--- config.mk ---
export PLATFORM = sky130hd
export DESIGN_NAME = utf8_text_line_decoder
export DESIGN_NICKNAME = d
export VERILOG_FILES = /design/src/rtl/core/utf8tl_pkg.sv /design/src/rtl/core/utf8tl_ctrl.sv /design/src/rtl/core/utf8tl_dp.sv /design/src/rtl/core/utf8_text_line_decoder.sv
export SDC_FILE = /design/constraint.sdc
export NUM_CORES = 1
export LEC_CHECK = 0
export ABC_AREA = 0
export BUFFER_PORTS_ARGS = -buffer_cell sky130_fd_sc_hd__buf_2
export CAP_MARGIN = 10
export CORE_UTILIZATION = 30
export DETAILED_ROUTE_END_ITERATION = 6
export PLACE_DENSITY_LB_ADDON = 0.15
export SYNTH_ARGS = -nofsm -noshare
export SYNTH_HDL_FRONTEND = slang
export SYNTH_HIERARCHICAL = 1
export SYNTH_SLANG_ARGS = --single-unit
--- constraint.sdc ---
create_clock -name clk -period 8.7 [get_ports clk]
set_input_delay 1.74 -clock clk [delete_from_list [all_inputs] [get_ports clk]]
set_output_delay 1.74 -clock clk [all_outputs]
set_load 0.1 [all_outputs]
--- src/rtl/core/utf8tl_pkg.sv ---
// Shared types and constants for the UTF-8 text line decoder.
// No dependencies; used by utf8tl_ctrl, utf8tl_dp and utf8_text_line_decoder.
package utf8tl_pkg;

    localparam logic [7:0]  CHR_TAB = 8'h09;
    localparam logic [7:0]  CHR_LF  = 8'h0A;
    localparam logic [7:0]  CHR_CR  = 8'h0D;
    localparam logic [20:0] CHR_SPACE = 21'h00_0020;

    localparam logic [20:0] BOM_CP      = 21'h00_FEFF;
    localparam logic [20:0] MAX_CP      = 21'h10_FFFF;
    localparam logic [20:0] SUPP_BASE   = 21'h01_0000;
    localparam logic [20:0] BMP_MAX     = 21'h00_FFFF;
    localparam logic [20:0] SURR_LO     = 21'h00_D800;
    localparam logic [20:0] SURR_HI     = 21'h00_DFFF;
    localparam logic [20:0] HIGH_SURR   = 21'h00_D800;
    localparam logic [20:0] LOW_SURR    = 21'h00_DC00;

    localparam logic [4:0]  MAX_RESULTS = 5'd17;
    localparam logic [4:0]  TAB_RESET   = 5'd4;
    localparam logic [4:0]  TAB_MAX     = 5'd16;

    localparam logic        REG_TAB_SIZE   = 1'b0;
    localparam logic        REG_UTF16_MODE = 1'b1;

    typedef enum logic [2:0] {
        ST_IDLE,
        ST_SCAN,
        ST_SPACE,
        ST_LOW,
        ST_DONE
    } state_t;

    typedef struct packed {
        logic load;
        logic scan;
        logic space;
        logic low;
        logic finish;
    } dp_cmd_t;

    typedef struct packed {
        logic       buf_empty;
        logic       can_push;
        logic       is_tab;
        logic       is_pair;
        logic       space_last;
        logic [4:0] res_count;
    } dp_status_t;

endpackage

--- src/rtl/core/utf8tl_ctrl.sv ---
// Request sequencer for the UTF-8 text line decoder.
// Depends on utf8tl_pkg (state_t, dp_cmd_t, dp_status_t).
module utf8tl_ctrl (
    input  logic                   clk,
    input  logic                   rst_n,
    input  logic                   in_valid,
    output logic                   in_ready,
    input  utf8tl_pkg::dp_status_t status,
    output utf8tl_pkg::dp_cmd_t    cmd
);

    utf8tl_pkg::state_t state_reg;
    utf8tl_pkg::state_t state_next;

    always_ff @(posedge clk or negedge rst_n)
    begin
        if (!rst_n)
        begin
            state_reg <= utf8tl_pkg::ST_IDLE;
        end
        else
        begin
            state_reg <= state_next;
        end
    end

    always_comb
    begin
        state_next = state_reg;
        case (state_reg)
            utf8tl_pkg::ST_IDLE:
            begin
                if (in_valid)
                begin
                    state_next = utf8tl_pkg::ST_SCAN;
                end
            end
            utf8tl_pkg::ST_SCAN:
            begin
                if (status.buf_empty)
                begin
                    state_next = utf8tl_pkg::ST_DONE;
                end
                else if (status.can_push)
                begin
                    if (status.is_tab)
                    begin
                        state_next = utf8tl_pkg::ST_SPACE;
                    end
                    else if (status.is_pair)
                    begin
                        state_next = utf8tl_pkg::ST_LOW;
                    end
                end
            end
            utf8tl_pkg::ST_SPACE:
            begin
                if (status.can_push && status.space_last)
                begin
                    state_next = utf8tl_pkg::ST_SCAN;
                end
            end
            utf8tl_pkg::ST_LOW:
            begin
                if (status.can_push)
                begin
                    state_next = utf8tl_pkg::ST_SCAN;
                end
            end
            utf8tl_pkg::ST_DONE:
            begin
                if (status.can_push)
                begin
                    state_next = utf8tl_pkg::ST_IDLE;
                end
            end
            default:
            begin
                state_next = utf8tl_pkg::ST_IDLE;
            end
        endcase
    end

    always_comb
    begin
        cmd      = '0;
        in_ready = 1'b0;
        case (state_reg)
            utf8tl_pkg::ST_IDLE:
            begin
                in_ready = 1'b1;
                cmd.load = in_valid;
            end
            utf8tl_pkg::ST_SCAN:
            begin
                cmd.scan = !status.buf_empty && status.can_push;
            end
            utf8tl_pkg::ST_SPACE:
            begin
                cmd.space = status.can_push;
            end
            utf8tl_pkg::ST_LOW:
            begin
                cmd.low = status.can_push;
            end
            utf8tl_pkg::ST_DONE:
            begin
                cmd.finish = status.can_push;
            end
            default:
            begin
                cmd = '0;
            end
        endcase
    end

endmodule

--- src/rtl/core/utf8tl_dp.sv ---
// Datapath of the UTF-8 text line decoder: byte window, sequence decode,
// column tracking, configuration registers and the two-entry result stage.
// Depends on utf8tl_pkg.
module utf8tl_dp (
    input  logic                   clk,
    input  logic                   rst_n,
    input  logic                   cfg_we,
    input  logic                   cfg_index,
    input  logic [4:0]             cfg_data,
    input  logic [7:0]             in_byte,
    input  logic                   in_first,
    input  logic                   in_last,
    input  utf8tl_pkg::dp_cmd_t    cmd,
    output utf8tl_pkg::dp_status_t status,
    output logic                   out_valid,
    input  logic                   out_ready,
    output logic [20:0]            out_unit,
    output logic                   out_brk,
    output logic                   out_last
);

    // column modulo tab size; col < 16, ts in 1..16
    function automatic logic [3:0] col_mod(input logic [3:0] col, input logic [4:0] ts);
        logic [4:0] r;
        r = '0;
        for (int i = 3; i >= 0; i--)
        begin
            r = {r[3:0], col[i]};
            if (r >= ts)
            begin
                r = r - ts;
            end
        end
        return r[3:0];
    endfunction

    logic [4:0]       tab_size_reg, tab_size_next;
    logic             utf16_reg, utf16_next;
    logic [3:0][7:0]  buf_reg, buf_next;
    logic [2:0]       n_reg, n_next;
    logic [1:0]       held_count_reg, held_count_next;
    logic [3:0]       col_reg, col_next;
    logic             acr_reg, acr_next;
    logic             ads_reg, ads_next;
    logic             end_reg, end_next;
    logic [4:0]       res_count_reg, res_count_next;
    logic [4:0]       space_cnt_reg, space_cnt_next;
    logic [9:0]       low_unit_reg, low_unit_next;
    logic             pend_valid_reg, pend_valid_next;
    logic [20:0]      pend_unit_reg, pend_unit_next;
    logic             pend_brk_reg, pend_brk_next;
    logic             out_valid_reg, out_valid_next;
    logic [20:0]      out_unit_reg, out_unit_next;
    logic             out_brk_reg, out_brk_next;
    logic             out_last_reg, out_last_next;

    logic [4:0]  ts;
    logic [3:0]  rem;
    logic [4:0]  rem_inc;
    logic [3:0]  col_adv;
    logic [7:0]  lead;
    logic [2:0]  seq_len;
    logic        lead_bad;
    logic [20:0] cp_min;
    logic        cont_bad;
    logic        too_short;
    logic [20:0] cp_full;
    logic        range_bad;
    logic        hold;
    logic        seq_bad;
    logic [20:0] cp_emit;
    logic        skip_bom;
    logic        need_pair;
    logic [20:0] supp_off;
    logic [20:0] unit_first;
    logic [2:0]  used;
    logic [1:0]  hc_eff;
    logic        put_req;
    logic        put_ok;
    logic [20:0] put_unit;
    logic        put_brk;
    logic        can_push;

    always_comb
    begin
        if (tab_size_reg == 5'd0)
        begin
            ts = 5'd1;
        end
        else if (tab_size_reg > utf8tl_pkg::TAB_MAX)
        begin
            ts = utf8tl_pkg::TAB_MAX;
        end
        else
        begin
            ts = tab_size_reg;
        end
        rem     = col_mod(col_reg, ts);
        rem_inc = {1'b0, rem} + 5'd1;
        col_adv = (rem_inc == ts) ? 4'd0 : rem_inc[3:0];
    end

    // decode of the sequence that starts at the window head
    always_comb
    begin
        lead     = buf_reg[0];
        seq_len  = 3'd1;
        lead_bad = 1'b0;
        cp_min   = '0;
        if (lead >= 8'hC2 && lead <= 8'hDF)
        begin
            seq_len = 3'd2;
            cp_min  = 21'h00_0080;
        end
        else if (lead >= 8'hE0 && lead <= 8'hEF)
        begin
            seq_len = 3'd3;
            cp_min  = 21'h00_0800;
        end
        else if (lead >= 8'hF0 && lead <= 8'hF4)
        begin
            seq_len = 3'd4;
            cp_min  = utf8tl_pkg::SUPP_BASE;
        end
        else
        begin
            lead_bad = 1'b1;
        end

        cont_bad = (seq_len > 3'd1 && n_reg > 3'd1 && buf_reg[1][7:6] != 2'b10)
                || (seq_len > 3'd2 && n_reg > 3'd2 && buf_reg[2][7:6] != 2'b10)
                || (seq_len > 3'd3 && n_reg > 3'd3 && buf_reg[3][7:6] != 2'b10);
        too_short = n_reg < seq_len;

        case (seq_len)
            3'd2:    cp_full = {10'd0, lead[4:0], buf_reg[1][5:0]};
            3'd3:    cp_full = {5'd0, lead[3:0], buf_reg[1][5:0], buf_reg[2][5:0]};
            3'd4:    cp_full = {lead[2:0], buf_reg[1][5:0], buf_reg[2][5:0],
                                buf_reg[3][5:0]};
            default: cp_full = {13'd0, lead};
        endcase

        range_bad = (cp_full < cp_min)
                 || (cp_full >= utf8tl_pkg::SURR_LO && cp_full <= utf8tl_pkg::SURR_HI)
                 || (cp_full > utf8tl_pkg::MAX_CP);
        hold    = !lead_bad && !cont_bad && too_short && !end_reg;
        seq_bad = lead_bad || cont_bad || (too_short && end_reg)
               || (!too_short && range_bad);
        cp_emit  = seq_bad ? {13'd0, lead} : cp_full;
        skip_bom = !seq_bad && ads_reg && (cp_full == utf8tl_pkg::BOM_CP);
        need_pair = utf16_reg && (cp_emit > utf8tl_pkg::BMP_MAX);
        supp_off  = cp_emit - utf8tl_pkg::SUPP_BASE;
        unit_first = need_pair ? (utf8tl_pkg::HIGH_SURR + {11'd0, supp_off[19:10]})
                               : cp_emit;
        used = seq_bad ? 3'd1 : seq_len;
    end

    assign can_push = !out_valid_reg || out_ready;

    always_comb
    begin
        tab_size_next   = tab_size_reg;
        utf16_next      = utf16_reg;
        buf_next        = buf_reg;
        n_next          = n_reg;
        held_count_next = held_count_reg;
        col_next        = col_reg;
        acr_next        = acr_reg;
        ads_next        = ads_reg;
        end_next        = end_reg;
        res_count_next  = res_count_reg;
        space_cnt_next  = space_cnt_reg;
        low_unit_next   = low_unit_reg;
        hc_eff          = in_first ? 2'd0 : held_count_reg;
        put_req         = 1'b0;
        put_unit        = '0;
        put_brk         = 1'b0;

        if (cfg_we)
        begin
            if (cfg_index == utf8tl_pkg::REG_TAB_SIZE)
            begin
                tab_size_next = cfg_data;
            end
            else
            begin
                utf16_next = cfg_data[0];
            end
        end

        if (cmd.load)
        begin
            buf_next[hc_eff] = in_byte;
            n_next           = {1'b0, hc_eff} + 3'd1;
            held_count_next  = 2'd0;
            end_next         = in_last;
            res_count_next   = 5'd0;
            if (in_first)
            begin
                col_next = 4'd0;
                acr_next = 1'b0;
                ads_next = 1'b1;
            end
        end

        if (cmd.scan)
        begin
            ads_next = 1'b0;
            if (lead == utf8tl_pkg::CHR_LF && acr_reg)
            begin
                acr_next = 1'b0;
                buf_next = buf_reg >> 8;
                n_next   = n_reg - 3'd1;
            end
            else if (lead == utf8tl_pkg::CHR_CR || lead == utf8tl_pkg::CHR_LF)
            begin
                put_req  = 1'b1;
                put_brk  = 1'b1;
                col_next = 4'd0;
                acr_next = (lead == utf8tl_pkg::CHR_CR);
                buf_next = buf_reg >> 8;
                n_next   = n_reg - 3'd1;
            end
            else
            begin
                acr_next = 1'b0;
                if (lead == utf8tl_pkg::CHR_TAB)
                begin
                    space_cnt_next = ts - {1'b0, rem};
                    col_next       = 4'd0;
                    buf_next       = buf_reg >> 8;
                    n_next         = n_reg - 3'd1;
                end
                else if (hold)
                begin
                    // incomplete sequence waits for the next byte
                    held_count_next = n_reg[1:0];
                    n_next          = 3'd0;
                    ads_next        = ads_reg;
                end
                else
                begin
                    if (!skip_bom)
                    begin
                        put_req  = 1'b1;
                        put_unit = unit_first;
                        col_next = col_adv;
                    end
                    low_unit_next = supp_off[9:0];
                    buf_next      = buf_reg >> {used, 3'b000};
                    n_next        = n_reg - used;
                end
            end
        end

        if (cmd.space)
        begin
            put_req        = 1'b1;
            put_unit       = utf8tl_pkg::CHR_SPACE;
            space_cnt_next = space_cnt_reg - 5'd1;
        end

        if (cmd.low)
        begin
            put_req  = 1'b1;
            put_unit = utf8tl_pkg::LOW_SURR + {11'd0, low_unit_reg};
        end

        if (cmd.finish && end_reg)
        begin
            held_count_next = 2'd0;
            col_next        = 4'd0;
            acr_next        = 1'b0;
            ads_next        = 1'b1;
        end

        put_ok = put_req && (res_count_reg < utf8tl_pkg::MAX_RESULTS);
        if (put_ok)
        begin
            res_count_next = res_count_reg + 5'd1;
        end
    end

    // pending result waits until the next one (or step end) decides its last flag
    always_comb
    begin
        pend_valid_next = pend_valid_reg;
        pend_unit_next  = pend_unit_reg;
        pend_brk_next   = pend_brk_reg;
        out_valid_next  = out_valid_reg;
        out_unit_next   = out_unit_reg;
        out_brk_next    = out_brk_reg;
        out_last_next   = out_last_reg;

        if (pend_valid_reg && (put_ok || cmd.finish))
        begin
            out_valid_next = 1'b1;
            out_unit_next  = pend_unit_reg;
            out_brk_next   = pend_brk_reg;
            out_last_next  = cmd.finish;
        end
        else if (out_ready)
        begin
            out_valid_next = 1'b0;
        end

        if (put_ok)
        begin
            pend_valid_next = 1'b1;
            pend_unit_next  = put_unit;
            pend_brk_next   = put_brk;
        end
        else if (cmd.finish)
        begin
            pend_valid_next = 1'b0;
        end
    end

    always_ff @(posedge clk or negedge rst_n)
    begin
        if (!rst_n)
        begin
            tab_size_reg   <= utf8tl_pkg::TAB_RESET;
            utf16_reg      <= 1'b1;
            n_reg          <= 3'd0;
            held_count_reg <= 2'd0;
            col_reg        <= 4'd0;
            acr_reg        <= 1'b0;
            ads_reg        <= 1'b1;
            end_reg        <= 1'b0;
            res_count_reg  <= 5'd0;
            space_cnt_reg  <= 5'd0;
            pend_valid_reg <= 1'b0;
            out_valid_reg  <= 1'b0;
        end
        else
        begin
            tab_size_reg   <= tab_size_next;
            utf16_reg      <= utf16_next;
            n_reg          <= n_next;
            held_count_reg <= held_count_next;
            col_reg        <= col_next;
            acr_reg        <= acr_next;
            ads_reg        <= ads_next;
            end_reg        <= end_next;
            res_count_reg  <= res_count_next;
            space_cnt_reg  <= space_cnt_next;
            pend_valid_reg <= pend_valid_next;
            out_valid_reg  <= out_valid_next;
        end
    end

    always_ff @(posedge clk)
    begin
        buf_reg       <= buf_next;
        low_unit_reg  <= low_unit_next;
        pend_unit_reg <= pend_unit_next;
        pend_brk_reg  <= pend_brk_next;
        out_unit_reg  <= out_unit_next;
        out_brk_reg   <= out_brk_next;
        out_last_reg  <= out_last_next;
    end

    assign status.buf_empty  = (n_reg == 3'd0);
    assign status.can_push   = can_push;
    assign status.is_tab     = (lead == utf8tl_pkg::CHR_TAB);
    assign status.is_pair    = lead[7] && !hold && !skip_bom && need_pair;
    assign status.space_last = (space_cnt_reg == 5'd1);
    assign status.res_count  = res_count_reg;

    assign out_valid = out_valid_reg;
    assign out_unit  = out_unit_reg;
    assign out_brk   = out_brk_reg;
    assign out_last  = out_last_reg;

endmodule

--- src/rtl/core/utf8_text_line_decoder.sv ---
// UTF-8 text line decoder, top level: stream ports, configuration port and
// the controller / datapath pair. Depends on utf8tl_pkg, utf8tl_ctrl, utf8tl_dp.
//
// One document byte is taken per input request. A plain byte passes through
// the accept, decode, empty check and close steps. Every further sequence in the
// window (Latin-1 fallback of held bytes), every tab space and every low
// surrogate adds a step of its own, so a tab of k spaces adds k space steps. A byte
// that yields no result (held lead, swallowed LF, dropped byte order mark)
// still passes through all of these steps. The decode sequencer handles one
// sequence or one result per cycle while the output register is free. Results
// pass through a pending stage and an output register; the idle sequencer takes
// the next byte while the output stalls, but every decode, space, low surrogate
// and close step waits until the output register is free.
module utf8_text_line_decoder (
    input  logic        clk,
    input  logic        rst_n,
    input  logic        cfg_we,
    input  logic        cfg_index,
    input  logic [4:0]  cfg_data,
    input  logic        s_tvalid,
    output logic        s_tready,
    input  logic [7:0]  s_tdata,    // [7:0] data_byte
    input  logic [0:0]  s_tuser,    // [0] first_in_doc
    input  logic        s_tlast,
    output logic        m_tvalid,
    input  logic        m_tready,
    output logic [23:0] m_tdata,    // [20:0] code_unit, [23:21] zero
    output logic [0:0]  m_tuser,    // [0] line_break
    output logic        m_tlast
);

    utf8tl_pkg::dp_cmd_t    cmd;
    utf8tl_pkg::dp_status_t status;
    logic [20:0]            unit;
    logic                   brk;

    utf8tl_ctrl u_ctrl (
        .clk      (clk),
        .rst_n    (rst_n),
        .in_valid (s_tvalid),
        .in_ready (s_tready),
        .status   (status),
        .cmd      (cmd)
    );

    utf8tl_dp u_dp (
        .clk       (clk),
        .rst_n     (rst_n),
        .cfg_we    (cfg_we),
        .cfg_index (cfg_index),
        .cfg_data  (cfg_data),
        .in_byte   (s_tdata),
        .in_first  (s_tuser[0]),
        .in_last   (s_tlast),
        .cmd       (cmd),
        .status    (status),
        .out_valid (m_tvalid),
        .out_ready (m_tready),
        .out_unit  (unit),
        .out_brk   (brk),
        .out_last  (m_tlast)
    );

    assign m_tdata = {3'b000, unit};
    assign m_tuser = brk;

    a_one_request_at_a_time: assert property (@(posedge clk) disable iff (!rst_n)
        s_tvalid && s_tready |=> !s_tready)
        else $error("new request taken before the previous one finished");

    a_break_has_zero_unit: assert property (@(posedge clk) disable iff (!rst_n)
        m_tvalid && m_tuser[0] |-> m_tdata[20:0] == 21'd0)
        else $error("line break result carries a nonzero code unit");

    a_result_cap: assert property (@(posedge clk) disable iff (!rst_n)
        status.res_count <= utf8tl_pkg::MAX_RESULTS)
        else $error("more results than allowed for one request");

    a_load_only_when_ready: assert property (@(posedge clk) disable iff (!rst_n)
        cmd.load |-> s_tready && s_tvalid)
        else $error("datapath loaded without an accepted request");

endmodule
; After elaboration in Yosys (flattened, before gate mapping)
; Cells that the tools add are included.
[totals]
output_inout_bits = 28
elab_cells = 270
input_bits = 21
ff_bits = 120
[classes]
bitwise = 6
n_eq_ne = 25
addsub = 14
muxes = 109
n_lt_le_gt_ge = 26
n_reduce_logical = 66
shifts = 1
[op_table]
columns = cell, n
row1 = $mux 21, 12
row2 = $mux 32, 6
row3 = $pmux 21 s3, 1
row4 = $mux 4, 14
row5 = $mux 3, 18
row6 = $mux 5, 9
row7 = $mux 1, 36
row8 = $add 16x10->17 const A, 2
row9 = $bwmux 32, 1
row10 = $shr 32x6->32, 1
row11 = $logic_and 1x1->1, 28
row12 = $eq 8x4->1 const B, 3
row13 = $ge 8x8->1 const B, 3
row14 = $le 8x8->1 const B, 3
row15 = $eq 21x16->1 const B, 1
row16 = $ge 21x16->1 const B, 1
row17 = $gt 21x16->1 const B, 1
row18 = $gt 21x21->1 const B, 1
row19 = $le 21x16->1 const B, 1
row20 = $lt 21x21->1, 1
row21 = $sub 20x17->20 const B, 1
row22 = $mux 17, 1
row23 = $demux 8 s2, 1
row24 = $mux 2, 8
row25 = 43 further kinds, 93

; Logic depth before layout (Yosys ltp)
; Gate-level depths: netlist of run 1.
[logic_depth]
depth_word = 28
depth_mapped = 34

; Cells and area by module
; Netlist of run 1, hierarchy kept.
[by_module_without_submodules]
columns = module, area_per_inst_um2, instances, seq_area_each_um2, cells_each
row1 = utf8tl_dp, 8057.7, 1, 3206.8, 875
row2 = utf8tl_ctrl, 247.7, 1, 75.1, 29
row3 = utf8_text_line_decoder, 26.3, 1, 0.0, 4

; Worst setup path before layout of run 1
; Ideal clock, no wire load.
[synth_timing]
path_kind = register to register
from = register u_dp.tab_size_reg[3]
to = register u_dp.col_reg[1]
slack_ns = 2.225
period_less_slack_ns = 6.475
arrival_ns = 6.348
path_stages_with_launch = 35
t_required_ns = 8.573
n_path_buf = 0
cell_sequence = dfrtp_1 -> nor3_1 -> nor2_1 -> nor2_1 -> ha_1 -> inv_1 -> a21o_1 -> nand2_1 -> inv_1 -> ha_1 -> a21oi_1 -> o21ai_0 -> o22ai_1 -> mux2i_1 -> ha_1 -> a21oi_1 -> o21ai_0 -> a31o_2 -> a21oi_1 -> inv_1 -> ha_1 -> a21o_1 -> a31oi_1 -> o21ai_1 -> and2_1 -> or2_2 -> inv_1 -> ha_1 -> xnor2_1 -> nand2_1 -> mux2i_1 -> nor4b_1 -> a311oi_1 -> a21oi_1 -> o21ai_1
[synth_via]
elab_chain_cells = 21
word_cells_on_any_way = 26
classes_between = 5 x add/sub / 5 x order compare / 1 x eq/ne / 14 x mux / 1 x reduce/logical
[synth_lines]
columns = element, line_no
row1 = start: declaration, utf8tl_dp.sv:37  ; logic [4:0] tab_size_reg, tab_size_next;
row2 = start signal: assignment, utf8tl_dp.sv:323  ; tab_size_reg <= utf8tl_pkg::TAB_RESET;
row3 = start signal: assignment, utf8tl_dp.sv:338  ; tab_size_reg <= tab_size_next;
row4 = $gt 5x5->1, utf8tl_dp.sv:90  ; else if (tab_size_reg > utf8tl_pkg::TAB_MAX)
row5 = $mux 5, utf8tl_dp.sv:90
row6 = $mux 5 (*), utf8tl_dp.sv:86  ; if (tab_size_reg == 5'd0)
row7 = $sub 1x4->4 / $ge 1x5->1 (equally long branches), "utf8tl_dp.sv:31, utf8tl_dp.sv:29"
row8 = $mux 4, utf8tl_dp.sv:29  ; if (r >= ts)
row9 = $sub 4x4->4 / $ge 5x5->1 (equally long branches), "utf8tl_dp.sv:31, utf8tl_dp.sv:29"
row10 = $mux 4, utf8tl_dp.sv:29
row11 = $sub 4x4->4 / $ge 5x5->1 (equally long branches), "utf8tl_dp.sv:31, utf8tl_dp.sv:29"
row12 = [... 6 more ...], -
row13 = $mux 4 (*), utf8tl_dp.sv:243  ; if (!skip_bom)
row14 = $mux 4 (*), utf8tl_dp.sv:234  ; else if (hold)
row15 = $mux 4 (*), utf8tl_dp.sv:227  ; if (lead == utf8tl_pkg::CHR_TAB)
row16 = $mux 4 (*), utf8tl_dp.sv:215  ; else if (lead == utf8tl_pkg::CHR_CR || lead == utf8tl_pkg::CHR_LF)
row17 = $mux 4 (*), utf8tl_dp.sv:209  ; if (lead == utf8tl_pkg::CHR_LF && acr_reg)
row18 = $mux 4 (*), utf8tl_dp.sv:206  ; if (cmd.scan)
row19 = $mux 4 (*), utf8tl_dp.sv:269  ; if (cmd.finish && end_reg)
row20 = net u_dp.col_next[1], utf8tl_dp.sv:42  ; logic [3:0] col_reg, col_next;
row21 = end signal: assignment, utf8tl_dp.sv:342  ; col_reg <= col_next;
row22 = end: declaration, utf8tl_dp.sv:42
; Mark *: on every way through the listed nets, which the timed path passes. The rest lies on a longest branch.
; A chain may end at the register's enable or synchronous reset.

; Final worst setup path of run 1
[layout_timing]
from = register u_dp.tab_size_reg[3]
to = register u_dp.col_reg[2]
; Same word-level chain as after synthesis.

==> flow_summary.rst, run 1 <==
.. list-table::
   :header-rows: 1

   * - Metric
     - Value
   * - R2r worst-path depth
     - 33
   * - Largest area contributor in the netlist
     - sky130_fd_sc_hd__edfxtp_1
   * - Global-route wire length before repair
     - 37880 um
   * - Top-Level Pins
     - 49
   * - Routed WL
     - roughly 23000 um
   * - Footprint of the multi-input gates
     - 4713 um^2
   * - Arrival time at the worst endpoint
     - 7860 ps
   * - Resize count post-CTS
     - 0
   * - Fin Clk Skew
     - 11.18 ps
   * - Commonest cells in the synthesized netlist
     - sky130_fd_sc_hd__nand2_1, sky130_fd_sc_hd__edfxtp_1, sky130_fd_sc_hd__a21oi_1
   * - Critical Path Most Common Cell
     - sky130_fd_sc_hd__ha_1
   * - Initial Utilization
     - 0.3074
   * - Layout filler cell count
     - approximately 2.8k
   * - Remaining number of nets flagged by the antenna check after routing
     - 0
   * - HP Start
     - u_dp/pend_unit_reg[15]
   * - Endpoint required time on the critical path
     - between 8000 and 9000 ps
   * - Main flop type after synthesis
     - sky130_fd_sc_hd__edfxtp_1
   * - CTS Buf Count
     - 17
   * - Final routed wire length divided by cell count
     - 17.52 um
   * - Distinct cell type count of the synthesized netlist
     - 88
   * - CTS tree
     - done
   * - Slew Limit Fails
     - 0
   * - Reg2reg setup slack
     - 1120 ps
   * - Vias per cell
     - 5.233
   * - Clock-pin slew reported for the worst setup and hold paths after clock tree synthesis
     - 60 ps
   * - Worst hold path type
     - reg2reg
   * - Delay of the slowest cell on the worst path
     - 440 ps
   * - Placer congestion estimate
     - 0.8498
   * - Worst setup SP type
     - register
   * - Setup repair bufs after CTS
     - 0
   * - CP Launch Point
     - u_dp/tab_size_reg[3]
   * - RSZ-0062 raised after global routing
     - false
   * - Async set-or-reset flop fraction in the synthesized netlist
     - 0.2750
   * - Area growth from synthesis to layout
     - 14.54%
   * - Max clock buf depth
     - 2
   * - Core region area
     - roughly 27000 um^2
   * - Maximum level of the CTS H-tree
     - 4
   * - Crit Path Max Fanout
     - 8
   * - Die Span Y
     - 168.7 um
   * - Sum of negative setup slack
     - 0 ps
   * - Fraction of layout instances using a drive strength above 1
     - 0.1271
   * - Most frequently used cell type in the post-synthesis netlist
     - sky130_fd_sc_hd__nand2_1
   * - Avg Inst Size Synth
     - 9.176 um^2
   * - Gate count after technology mapping
     - 908
   * - Via count
     - 6971
   * - Root cell of the clock tree
     - sky130_fd_sc_hd__clkbuf_16
   * - Post-route standard cell area excluding fillers
     - 9543 um^2
   * - Netlist area before placement
     - approximately 8300 um^2
   * - Pin count of the biggest net entering global routing
     - 41
   * - Initial DRC Count
     - approximately 520
   * - Row count
     - 60
   * - Antenna violations before repair
     - 0
   * - Max-slew headroom at the worst pin
     - 0.3213
   * - Worst reg2reg path endpoint
     - u_dp/col_reg[2]
   * - Largest cells by area after synthesis
     - sky130_fd_sc_hd__edfxtp_1, sky130_fd_sc_hd__dfrtp_1, sky130_fd_sc_hd__ha_1
   * - Combined flip-flop and latch cell area
     - 3282 um^2
   * - Number of optimization iterations in the first detailed-route pass
     - 5
   * - Critical-path cell with the highest stage delay
     - sky130_fd_sc_hd__nor2_1
   * - Die X-Extent
     - about 170 um
   * - Top achievable clock speed
     - 132.0 MHz
   * - Post-layout util
     - 0.3521
   * - Cells on Worst Hold Path
     - 0
   * - Max-Cap Viols
     - 0
   * - Sequential element share of the synthesized area
     - 0.3939
   * - Yosys top cell area share
     - 0.2559
   * - Number of buffers added to fix hold violations after cts
     - 0
   * - Endpoint type of the worst setup path
     - register
   * - Crit path kind
     - reg2reg
   * - Remaining DRCs
     - 0
   * - Half-perimeter wire length of the detailed placement result
     - 16970 um
   * - R2R Path Start
     - u_dp/tab_size_reg[3]
   * - Final-stage net count
     - slightly above 1k
   * - Slew at the pin closest to its max-slew limit
     - 1012 ps
   * - Leftover overflow at the end of global routing
     - 0
   * - Sink count of the clock tree
     - 120
   * - Clock Latency Late Sink
     - roughly 420 ps
   * - Die area
     - 28440 um^2
   * - Final setup violating endpoints
     - 0
   * - Number of enable-type register cells in the synthesized netlist
     - 71
   * - Fraction of the cycle the final worst path needs
     - 0.8710
   * - Number of port buffers
     - 45
   * - Run status
     - complete, no violations
   * - Flip-flop and latch count after synthesis
     - 120
   * - Synthesis warning total
     - 6
   * - Time the final worst path needs with I/O delays and setup
     - 7578 ps
   * - Number of antenna cells inserted
     - 0
   * - End point of the most critical hold path
     - u_dp/out_unit[15]
   * - GR Util All Layers
     - 0.1699
   * - Hold Violations, Final
     - 0
   * - Cell area after placement
     - 8941 um^2
   * - Number of flip-flops under the largest register name
     - 24
   * - Via count of the first global-routing pass
     - 6636
## stage by stage
| stage | setup WS (ps) | cells | hold slack [ps] |
|---|---|---|---|
| after global placement | 1442 | 1300 | 406.1 |
| after global routing | 198.6 | 1332 | 418.8 |
| after CTS | 1171 | 1332 | 414.2 |
| after detailed placement | 1189 | 1300 | 404.5 |
| after floorplan | 2225 | 925 | 400.3 |
| final | 1122 | 1332 | 415.2 |
## layout by cell type, fill, tap and decap left out, types with 19 or more instances in the layout
master / n
sky130_fd_sc_hd__a21oi_1: 61
sky130_fd_sc_hd__ha_1: 39
sky130_fd_sc_hd__o21ai_0: 29
sky130_fd_sc_hd__nor2_1: 54
sky130_fd_sc_hd__nand2_1: 93
sky130_fd_sc_hd__and3_1: 21
sky130_fd_sc_hd__nor3_1: 29
sky130_fd_sc_hd__edfxtp_1: 71
sky130_fd_sc_hd__buf_2: 45
sky130_fd_sc_hd__nand3_1: 38
sky130_fd_sc_hd__dfrtp_1: 30
sky130_fd_sc_hd__conb_1: 19
sky130_fd_sc_hd__mux2i_1: 30
sky130_fd_sc_hd__inv_1: 44
## kinds of logic after synthesis
| kind of cell | Yosys count | synth area share |
|---|---|---|
| xor gates and xnor gates | 18 | 0.02057 |
| AOI/OAI and AO/OA | 239 | 0.1973 |
| DFF | 120 | 0.3939 |
| other | 2 | 0.0009014 |
| adders and majority gates | 43 | 0.06818 |
| buffers and inverters | 99 | 0.04941 |
| and+or+nand+nor | 343 | 0.2143 |
| muxes | 44 | 0.05541 |
## worst max-delay path, delay by kind of cell (launching register included)
family	cells	cell delay [ps]
AO/OA/AOI/OAI	14	2860
multiplexers	2	710
buffers and inverters	4	290
XOR/XNOR	1	200
AND/OR/NAND/NOR	7	1520
adder cells (fa/ha/maj)	5	1450
flip-flops	1	400
## metal layers
layer / global-route usage / part of all wire / vias up
met5: 0 / 0 / -
met4: 0.04901 / 0.014 / 0
met3: 0.02572 / 0.036 / 31
met2: 0.2493 / 0.42 / 161
met1: 0.2552 / 0.53 / 3325
li1: - / - / 3454
## worst max-delay path by stage
stage | to
floorplan | u_dp/col_reg[1]
global placement | u_dp/col_reg[1]
detailed placement | u_dp/col_reg[2]
CTS | u_dp/col_reg[1]
global route | u_dp/col_reg[1]
finish | u_dp/col_reg[2]
## cell type report
cell class	count	share of cell area
timing repair buffer	56	0.03225
sequential	120	0.3439
multi-input combinational	706	0.4939
inverter	46	0.01809
clock buffer	17	0.04458
tap	372	0.04877
clock inverter	15	0.01849
Power of run 1 is left out: the tool's default activity adds up to more than one toggle a clock period on the data nets, which glitch-free logic cannot reach.
==> run 2: changes to the inputs <==
--- a/config.mk
+++ b/config.mk
@@ -8,10 +8,11 @@
 export ABC_AREA = 0
 export BUFFER_PORTS_ARGS = -buffer_cell sky130_fd_sc_hd__buf_2
 export CAP_MARGIN = 10
-export CORE_UTILIZATION = 30
+export CORE_UTILIZATION = 33
 export DETAILED_ROUTE_END_ITERATION = 6
 export PLACE_DENSITY_LB_ADDON = 0.15
 export SYNTH_ARGS = -nofsm -noshare
 export SYNTH_HDL_FRONTEND = slang
 export SYNTH_HIERARCHICAL = 1
 export SYNTH_SLANG_ARGS = --single-unit
+export TNS_END_PERCENT = 1
==> flow_summary.rst, run 2 (synthesis results as in run 1) <==
.. list-table::
   :header-rows: 1

   * - Metric
     - Value
   * - Crit Path Max Fanout
     - 8 (unchanged)
   * - Fraction of layout instances using a drive strength above 1
     - 0.1238 (-0.003254)
   * - Commonest non-fill, non-tap cells in the layout
     - sky130_fd_sc_hd__nand2_1, sky130_fd_sc_hd__edfxtp_1, sky130_fd_sc_hd__a21oi_1
   * - CTS Buf Count
     - 17 (unchanged)
   * - Max clock buf depth
     - 2 (unchanged)
   * - Row count
     - 57 (-5.0%)
   * - Leftover overflow at the end of global routing
     - 0 (unchanged)
   * - Final routed wire length divided by cell count
     - 18.11 um (+3.4%)
   * - Endpoint required time on the critical path
     - 8980 ps (about the same)
   * - Initial DRC Count
     - 531 (+1.9%)
   * - Die Span Y
     - 160.9 um (-4.6%)
   * - Root cell of the clock tree
     - sky130_fd_sc_hd__clkbuf_16
   * - Via count
     - 7002 (+0.44%)
   * - Global-route wire length before repair
     - 37360 um (-1.4%)
   * - Sink count of the clock tree
     - 120 (unchanged)
   * - Arrival time at the worst endpoint
     - 7850 ps (about the same)
   * - Core region area
     - 24530 um^2 (-9.5%)
   * - Clock-pin slew reported for the worst setup and hold paths after clock tree synthesis
     - 60 ps (about the same)
   * - Setup repair bufs after CTS
     - 0 (unchanged)
   * - Via count of the first global-routing pass
     - 6539 (-1.5%)
   * - Clock Latency Late Sink
     - 420 ps (about the same)
   * - Remaining DRCs
     - 0 (unchanged)
   * - Fraction of the cycle the final worst path needs
     - 0.8702 (about the same)
   * - Die area
     - 25890 um^2 (-9.0%)
   * - Number of antenna cells inserted
     - 0 (unchanged)
   * - Top achievable clock speed
     - 132.1 MHz (about the same)
   * - Critical-path cell with the highest stage delay
     - sky130_fd_sc_hd__o21ai_1
   * - Critical Path Most Common Cell
     - sky130_fd_sc_hd__ha_1
   * - Half-perimeter wire length of the detailed placement result
     - 16840 um (-0.74%)
   * - Run status
     - complete, no violations
   * - Sum of negative setup slack
     - 0 ps (unchanged)
   * - Resize count post-CTS
     - 0 (unchanged)
   * - Worst hold path type
     - reg2reg
   * - Remaining number of nets flagged by the antenna check after routing
     - 0 (unchanged)
   * - Crit path kind
     - reg2reg
   * - Number of port buffers
     - 45 (unchanged)
   * - RSZ-0062 raised after global routing
     - false
   * - Die X-Extent
     - 160.9 um (-4.6%)
   * - Endpoint type of the worst setup path
     - register
   * - Post-route standard cell area excluding fillers
     - 9470 um^2 (-0.76%)
   * - Buffers and inverters on the worst path
     - 4 (unchanged)
   * - Area growth from synthesis to layout
     - 13.67%
   * - Vias per cell
     - 5.449 (+4.1%)
   * - Final-stage net count
     - 1012 (+0.099%)
   * - Max-Cap Viols
     - 0 (unchanged)
   * - Final setup violating endpoints
     - 0 (unchanged)
   * - Commonest non-fill, non-tap cell in the layout
     - sky130_fd_sc_hd__nand2_1
   * - Time the final worst path needs with I/O delays and setup
     - 7571 ps (-6.880 ps)
   * - Initial Utilization
     - 0.3396 (+0.03217)
   * - Number of buffers added to fix hold violations after cts
     - 0 (unchanged)
   * - Cell area after placement
     - 8879 um^2 (-0.70%)
   * - Fin Clk Skew
     - 9.033 ps (-2.149 ps)
   * - CTS tree
     - done
   * - Maximum level of the CTS H-tree
     - 4 (unchanged)
   * - Cell family with the largest share of critical-path delay
     - compound AO/OA/AOI/OAI gates
   * - Slew at the pin closest to its max-slew limit
     - 967.4 ps (-44.57 ps)
   * - Delay of the slowest cell on the worst path
     - 460 ps (+20 ps)
   * - Max-slew headroom at the worst pin
     - 0.3507 (+0.02946)
   * - Number of optimization iterations in the first detailed-route pass
     - 5 (unchanged)
   * - Slew Limit Fails
     - 0 (unchanged)
   * - Routed WL
     - 23270 um (-0.30%)
   * - Antenna violations before repair
     - 0 (unchanged)
   * - GR Util All Layers
     - 0.1837 (+0.01386)
   * - Hold Violations, Final
     - 0 (unchanged)
   * - Top-Level Pins
     - 49 (unchanged)
   * - Layout filler cell count
     - 2540 (-10%)
   * - Placer congestion estimate
     - 0.8661 (+1.9%)
   * - Pin count of the biggest net entering global routing
     - 34 (-17%)
   * - Number of flip-flops under the largest register name
     - 24 (unchanged)
   * - Worst setup SP type
     - register
==> run 2: changes by cell type in the layout (fill, tap and decap cells not counted) <==
cell,previous run,this run
sky130_fd_sc_hd__inv_6,7,3
sky130_fd_sc_hd__clkinv_1,1,4
sky130_fd_sc_hd__clkinv_4,2,3
sky130_fd_sc_hd__nor2_1,54,55
sky130_fd_sc_hd__nor2_2,1,0
sky130_fd_sc_hd__clkinv_2,0,1
sky130_fd_sc_hd__clkinvlp_4,2,3
sky130_fd_sc_hd__buf_8,0,1
sky130_fd_sc_hd__inv_8,2,0
==> run 2: cell type report <==
cell class,instances,area (um^2),area share
multi-input combinational,706,4711,0.4974
sequential,120,3282,0.3465
clock buffer,17,425.4,0.04492
tap,324,405.4,0.04281
timing repair buffer,57,322.8,0.03409
inverter,46,172.7,0.01823
clock inverter,15,151.4,0.01599
==> run 2: final timing paths <==
path | start | endpoint | slack [ps] | cells past startpoint
max | u_dp/tab_size_reg[3] | u_dp/col_reg[0] | 1130 | 33
min | u_dp/pend_unit_reg[9] | u_dp/out_unit[9] | 410 | 0
max reg2reg | u_dp/tab_size_reg[3] | u_dp/col_reg[0] | 1130 | 33
min reg2reg | u_dp/pend_unit_reg[9] | u_dp/out_unit[9] | 410 | 0
max in group asynchronous | rst_n | u_dp/end_reg | 6780 | 1
min in group asynchronous | rst_n | u_dp/out_valid | 1410 | 1
==> run 2: worst register-to-register path: cells and delay by family (launching register included) <==
kind | cells | cell delay [ps]
adders and majority gates | 5 | 1440
and+or+nand+nor | 7 | 1520
xor gates and xnor gates | 1 | 220
muxes | 2 | 710
DFF | 1 | 410
AOI/OAI and AO/OA | 14 | 2870
buffers and inverters | 4 | 290
==> run 2: routing by layer <==
| metal | wire length (um) | vias to the layer above | GRT usage |
|---|---|---|---|
| li1 | - | 3466 | - |
| met1 | 11760 | 3339 | 0.2723 |
| met2 | 10050 | 175 | 0.2714 |
| met3 | 1143 | 22 | 0.03357 |
| met4 | 306 | 0 | 0.04931 |
| met5 | 0 | - | 0 |
==> run 2: metrics by stage <==
stage | setup WS, ps | hold slack [ps] | cells | utilization
4_1_cts | 1143 | 415.9 | 1284 | 0.3854
2_1_floorplan | 2225 | 400.3 | 925 | -
3_5_place_dp | 1198 | 404.5 | 1252 | 0.3619
3_3_place_gp | 1437 | 403.6 | 1252 | 0.3619
5_1_grt | 282.6 | 423.5 | 1285 | 0.3860
6_report | 1129 | 413.7 | 1285 | 0.3860
Power of run 2 is left out for the same reason.
==> run 3: changes to the inputs <==
--- a/config.mk
+++ b/config.mk
@@ -10,7 +10,7 @@
 export CAP_MARGIN = 10
 export CORE_UTILIZATION = 33
 export DETAILED_ROUTE_END_ITERATION = 6
-export PLACE_DENSITY_LB_ADDON = 0.15
+export PLACE_DENSITY = 0.47
 export SYNTH_ARGS = -nofsm -noshare
 export SYNTH_HDL_FRONTEND = slang
 export SYNTH_HIERARCHICAL = 1
==> flow_summary.rst, run 3 (synthesis results as in run 1) <==
.. list-table::
   :header-rows: 1

   * - Metric
     - Value
   * - Via count
     - 6922 (-1.1%)
   * - CTS Buf Count
     - 17 (unchanged)
   * - Delay of the slowest cell on the worst path
     - 460 ps (about the same)
   * - Max clock buf depth
     - 2 (unchanged)
   * - Via count of the first global-routing pass
     - 6409 (-2.0%)
   * - Half-perimeter wire length of the detailed placement result
     - 16860 um (+0.11%)
   * - RSZ-0062 raised after global routing
     - false
   * - Time the final worst path needs with I/O delays and setup
     - 7525 ps (-46.26 ps)
   * - Resize count post-CTS
     - 0 (unchanged)
   * - Global Route met1 Usage
     - 0.2801 (+0.007797)
   * - Sum of negative setup slack
     - 0 ps (unchanged)
   * - Crit path kind
     - reg2reg
   * - Slew Limit Fails
     - 0 (unchanged)
   * - GR Util All Layers
     - 0.1825 (-0.001278)
   * - Initial DRC Count
     - 550 (+3.6%)
   * - End point of the most critical hold path
     - u_dp/out_unit[4]
   * - Post-placement worst setup slack
     - 1230 ps (+32.66 ps)
   * - Worst reg2reg path endpoint
     - u_dp/col_reg[0]
   * - Number of optimization iterations in the first detailed-route pass
     - 5 (unchanged)
   * - Routed WL
     - 23270 um (about the same)
   * - Clock Latency Late Sink
     - 420 ps (about the same)
   * - R2r worst-path depth
     - 33 (unchanged)
   * - Initial Utilization
     - 0.3396 (unchanged)
   * - Number of antenna cells inserted
     - 0 (unchanged)
   * - Max-Cap Viols
     - 0 (unchanged)
   * - Global-route wire length before repair
     - 37180 um (-0.48%)
   * - Arrival time at the worst endpoint
     - 7810 ps (-40 ps)
   * - Post-layout util
     - 0.3886 (+0.002550)
   * - Top achievable clock speed
     - 132.9 MHz (+0.61%)
   * - Layout filler cell count
     - 2520 (-0.79%)
   * - Worst setup SP type
     - register
   * - Leftover overflow at the end of global routing
     - 0 (unchanged)
   * - Clock-pin slew reported for the worst setup and hold paths after clock tree synthesis
     - 60 ps (about the same)
   * - Core region area
     - 24530 um^2 (unchanged)
   * - Placer congestion estimate
     - 0.8476 (-2.1%)
   * - Slew at the pin closest to its max-slew limit
     - 832.6 ps (-134.8 ps)
   * - Min setup slack post-route
     - 1175 ps (+46.26 ps)
   * - Commonest non-fill, non-tap cells in the layout
     - sky130_fd_sc_hd__nand2_1, sky130_fd_sc_hd__edfxtp_1, sky130_fd_sc_hd__a21oi_1
   * - Row count
     - 57 (unchanged)
   * - Hold Violations, Final
     - 0 (unchanged)
   * - Crit Path Max Fanout
     - 8 (unchanged)
   * - Commonest non-fill, non-tap cell in the layout
     - sky130_fd_sc_hd__nand2_1
   * - Die area
     - 25890 um^2 (unchanged)
   * - Endpoint type of the worst setup path
     - register
   * - Sink count of the clock tree
     - 120 (unchanged)
   * - Remaining number of nets flagged by the antenna check after routing
     - 0 (unchanged)
   * - Met3 Track Usage GR
     - 0.02893 (-0.004649)
   * - HP Start
     - u_dp/pend_unit_reg[4]
   * - Remaining DRCs
     - 0 (unchanged)
   * - Area growth from synthesis to layout
     - 14.42%
   * - Reg2reg setup slack
     - 1180 ps (+50 ps)
   * - Top-Level Pins
     - 49 (unchanged)
   * - Fraction of layout instances using a drive strength above 1
     - 0.1268 (+0.002990)
   * - Root cell of the clock tree
     - sky130_fd_sc_hd__clkbuf_16
   * - Met2 track demand over resource in global routing
     - 0.2651 (-0.006270)
   * - Number of port buffers
     - 45 (unchanged)
   * - Endpoint required time on the critical path
     - 8980 ps (about the same)
   * - Grt peak-use layer
     - met1
   * - Final setup violating endpoints
     - 0 (unchanged)
   * - Vias per cell
     - 5.383 (-1.2%)
   * - Fraction of the cycle the final worst path needs
     - 0.8649 (-0.005317)
   * - Max-slew headroom at the worst pin
     - 0.4419 (+0.09117)
   * - Fin Clk Skew
     - 8.560 ps (-0.4724 ps)
   * - Worst hold path type
     - reg2reg
   * - Number of buffers added to fix hold violations after cts
     - 0 (unchanged)
   * - Setup repair bufs after CTS
     - 0 (unchanged)
   * - Run status
     - complete, no violations
   * - Maximum level of the CTS H-tree
     - 4 (unchanged)
   * - Antenna violations before repair
     - 0 (unchanged)
   * - Die X-Extent
     - 160.9 um (unchanged)
   * - Number of flip-flops under the largest register name
     - 24 (unchanged)
   * - Die Span Y
     - 160.9 um (unchanged)
   * - CTS tree
     - done
   * - Cells on Worst Hold Path
     - 0 (unchanged)
   * - Critical-path cell with the highest stage delay
     - sky130_fd_sc_hd__o21ai_1
   * - Final routed wire length divided by cell count
     - 18.10 um (about the same)
   * - R2R Path Start
     - u_dp/tab_size_reg[3]
   * - Pin count of the biggest net entering global routing
     - 41 (+21%)
   * - Final-stage net count
     - 1013 (+0.099%)
   * - Critical Path Most Common Cell
     - sky130_fd_sc_hd__ha_1
-- run 3: cell count changes in the layout (fill, tap and decap cells not counted), sizes merged --
cell and change:
clkbuf +2, bufinv +2, clkinvlp -2, inv -1, buf +1, clkinv -1
-- run 3: cell type report --
| cell class | count | area (um^2) | share of cell area |
|---|---|---|---|
| Multi-Input combinational cell | 706 | 4716 | 0.4947 |
| Inverter | 46 | 172.7 | 0.01811 |
| Clock inverter | 13 | 193.9 | 0.02034 |
| Tap cell | 324 | 405.4 | 0.04253 |
| Clock buffer | 19 | 432.9 | 0.04541 |
| Timing Repair Buffer | 58 | 330.3 | 0.03465 |
| Sequential cell | 120 | 3282 | 0.3443 |
-- run 3: worst max-delay path by stage --
stage / to / slack, ps / cells after the start / startpoint
after floorplan: u_dp/col_reg[1] / 2220 / 34 / u_dp/tab_size_reg[3]
after global placement: u_dp/col_reg[0] / 1400 / 33 / u_dp/tab_size_reg[3]
after detailed placement: u_dp/col_reg[0] / 1230 / 33 / u_dp/tab_size_reg[3]
after CTS: u_dp/col_reg[0] / 1180 / 33 / u_dp/tab_size_reg[3]
after global routing: u_dp/col_reg[0] / 540 / 34 / u_dp/tab_size_reg[3]
final: u_dp/col_reg[0] / 1180 / 33 / u_dp/tab_size_reg[3]
-- run 3: worst max-delay path: cells and delay by family (launching register included) --
| kind | cells | cell delay [ps] |
|---|---|---|
| fa+ha+maj | 5 | 1430 |
| xor+xnor | 1 | 220 |
| buf+inv | 4 | 270 |
| flops | 1 | 410 |
| simple gates | 7 | 1370 |
| mux | 3 | 980 |
| compound gates | 13 | 2700 |
-- run 3: stage by stage --
step / hold WS, ps / cell area [um^2] / cells
3_5_place_dp: 404.5 / 8891 / 1253
6_report: 418.7 / 9533 / 1286
4_1_cts: 419.2 / 9518 / 1285
3_3_place_gp: 403.1 / 8891 / 1253
5_1_grt: 422.2 / 9533 / 1286
2_1_floorplan: 400.3 / 8396 / 925
-- run 3: metal layers --
layer | wire [um] | vias up
li1 | - | 3451
met1 | 12280 | 3307
met2 | 9910 | 150
met3 | 899 | 14
met4 | 184 | 0
met5 | 0 | -
Power of run 3 is left out for the same reason.
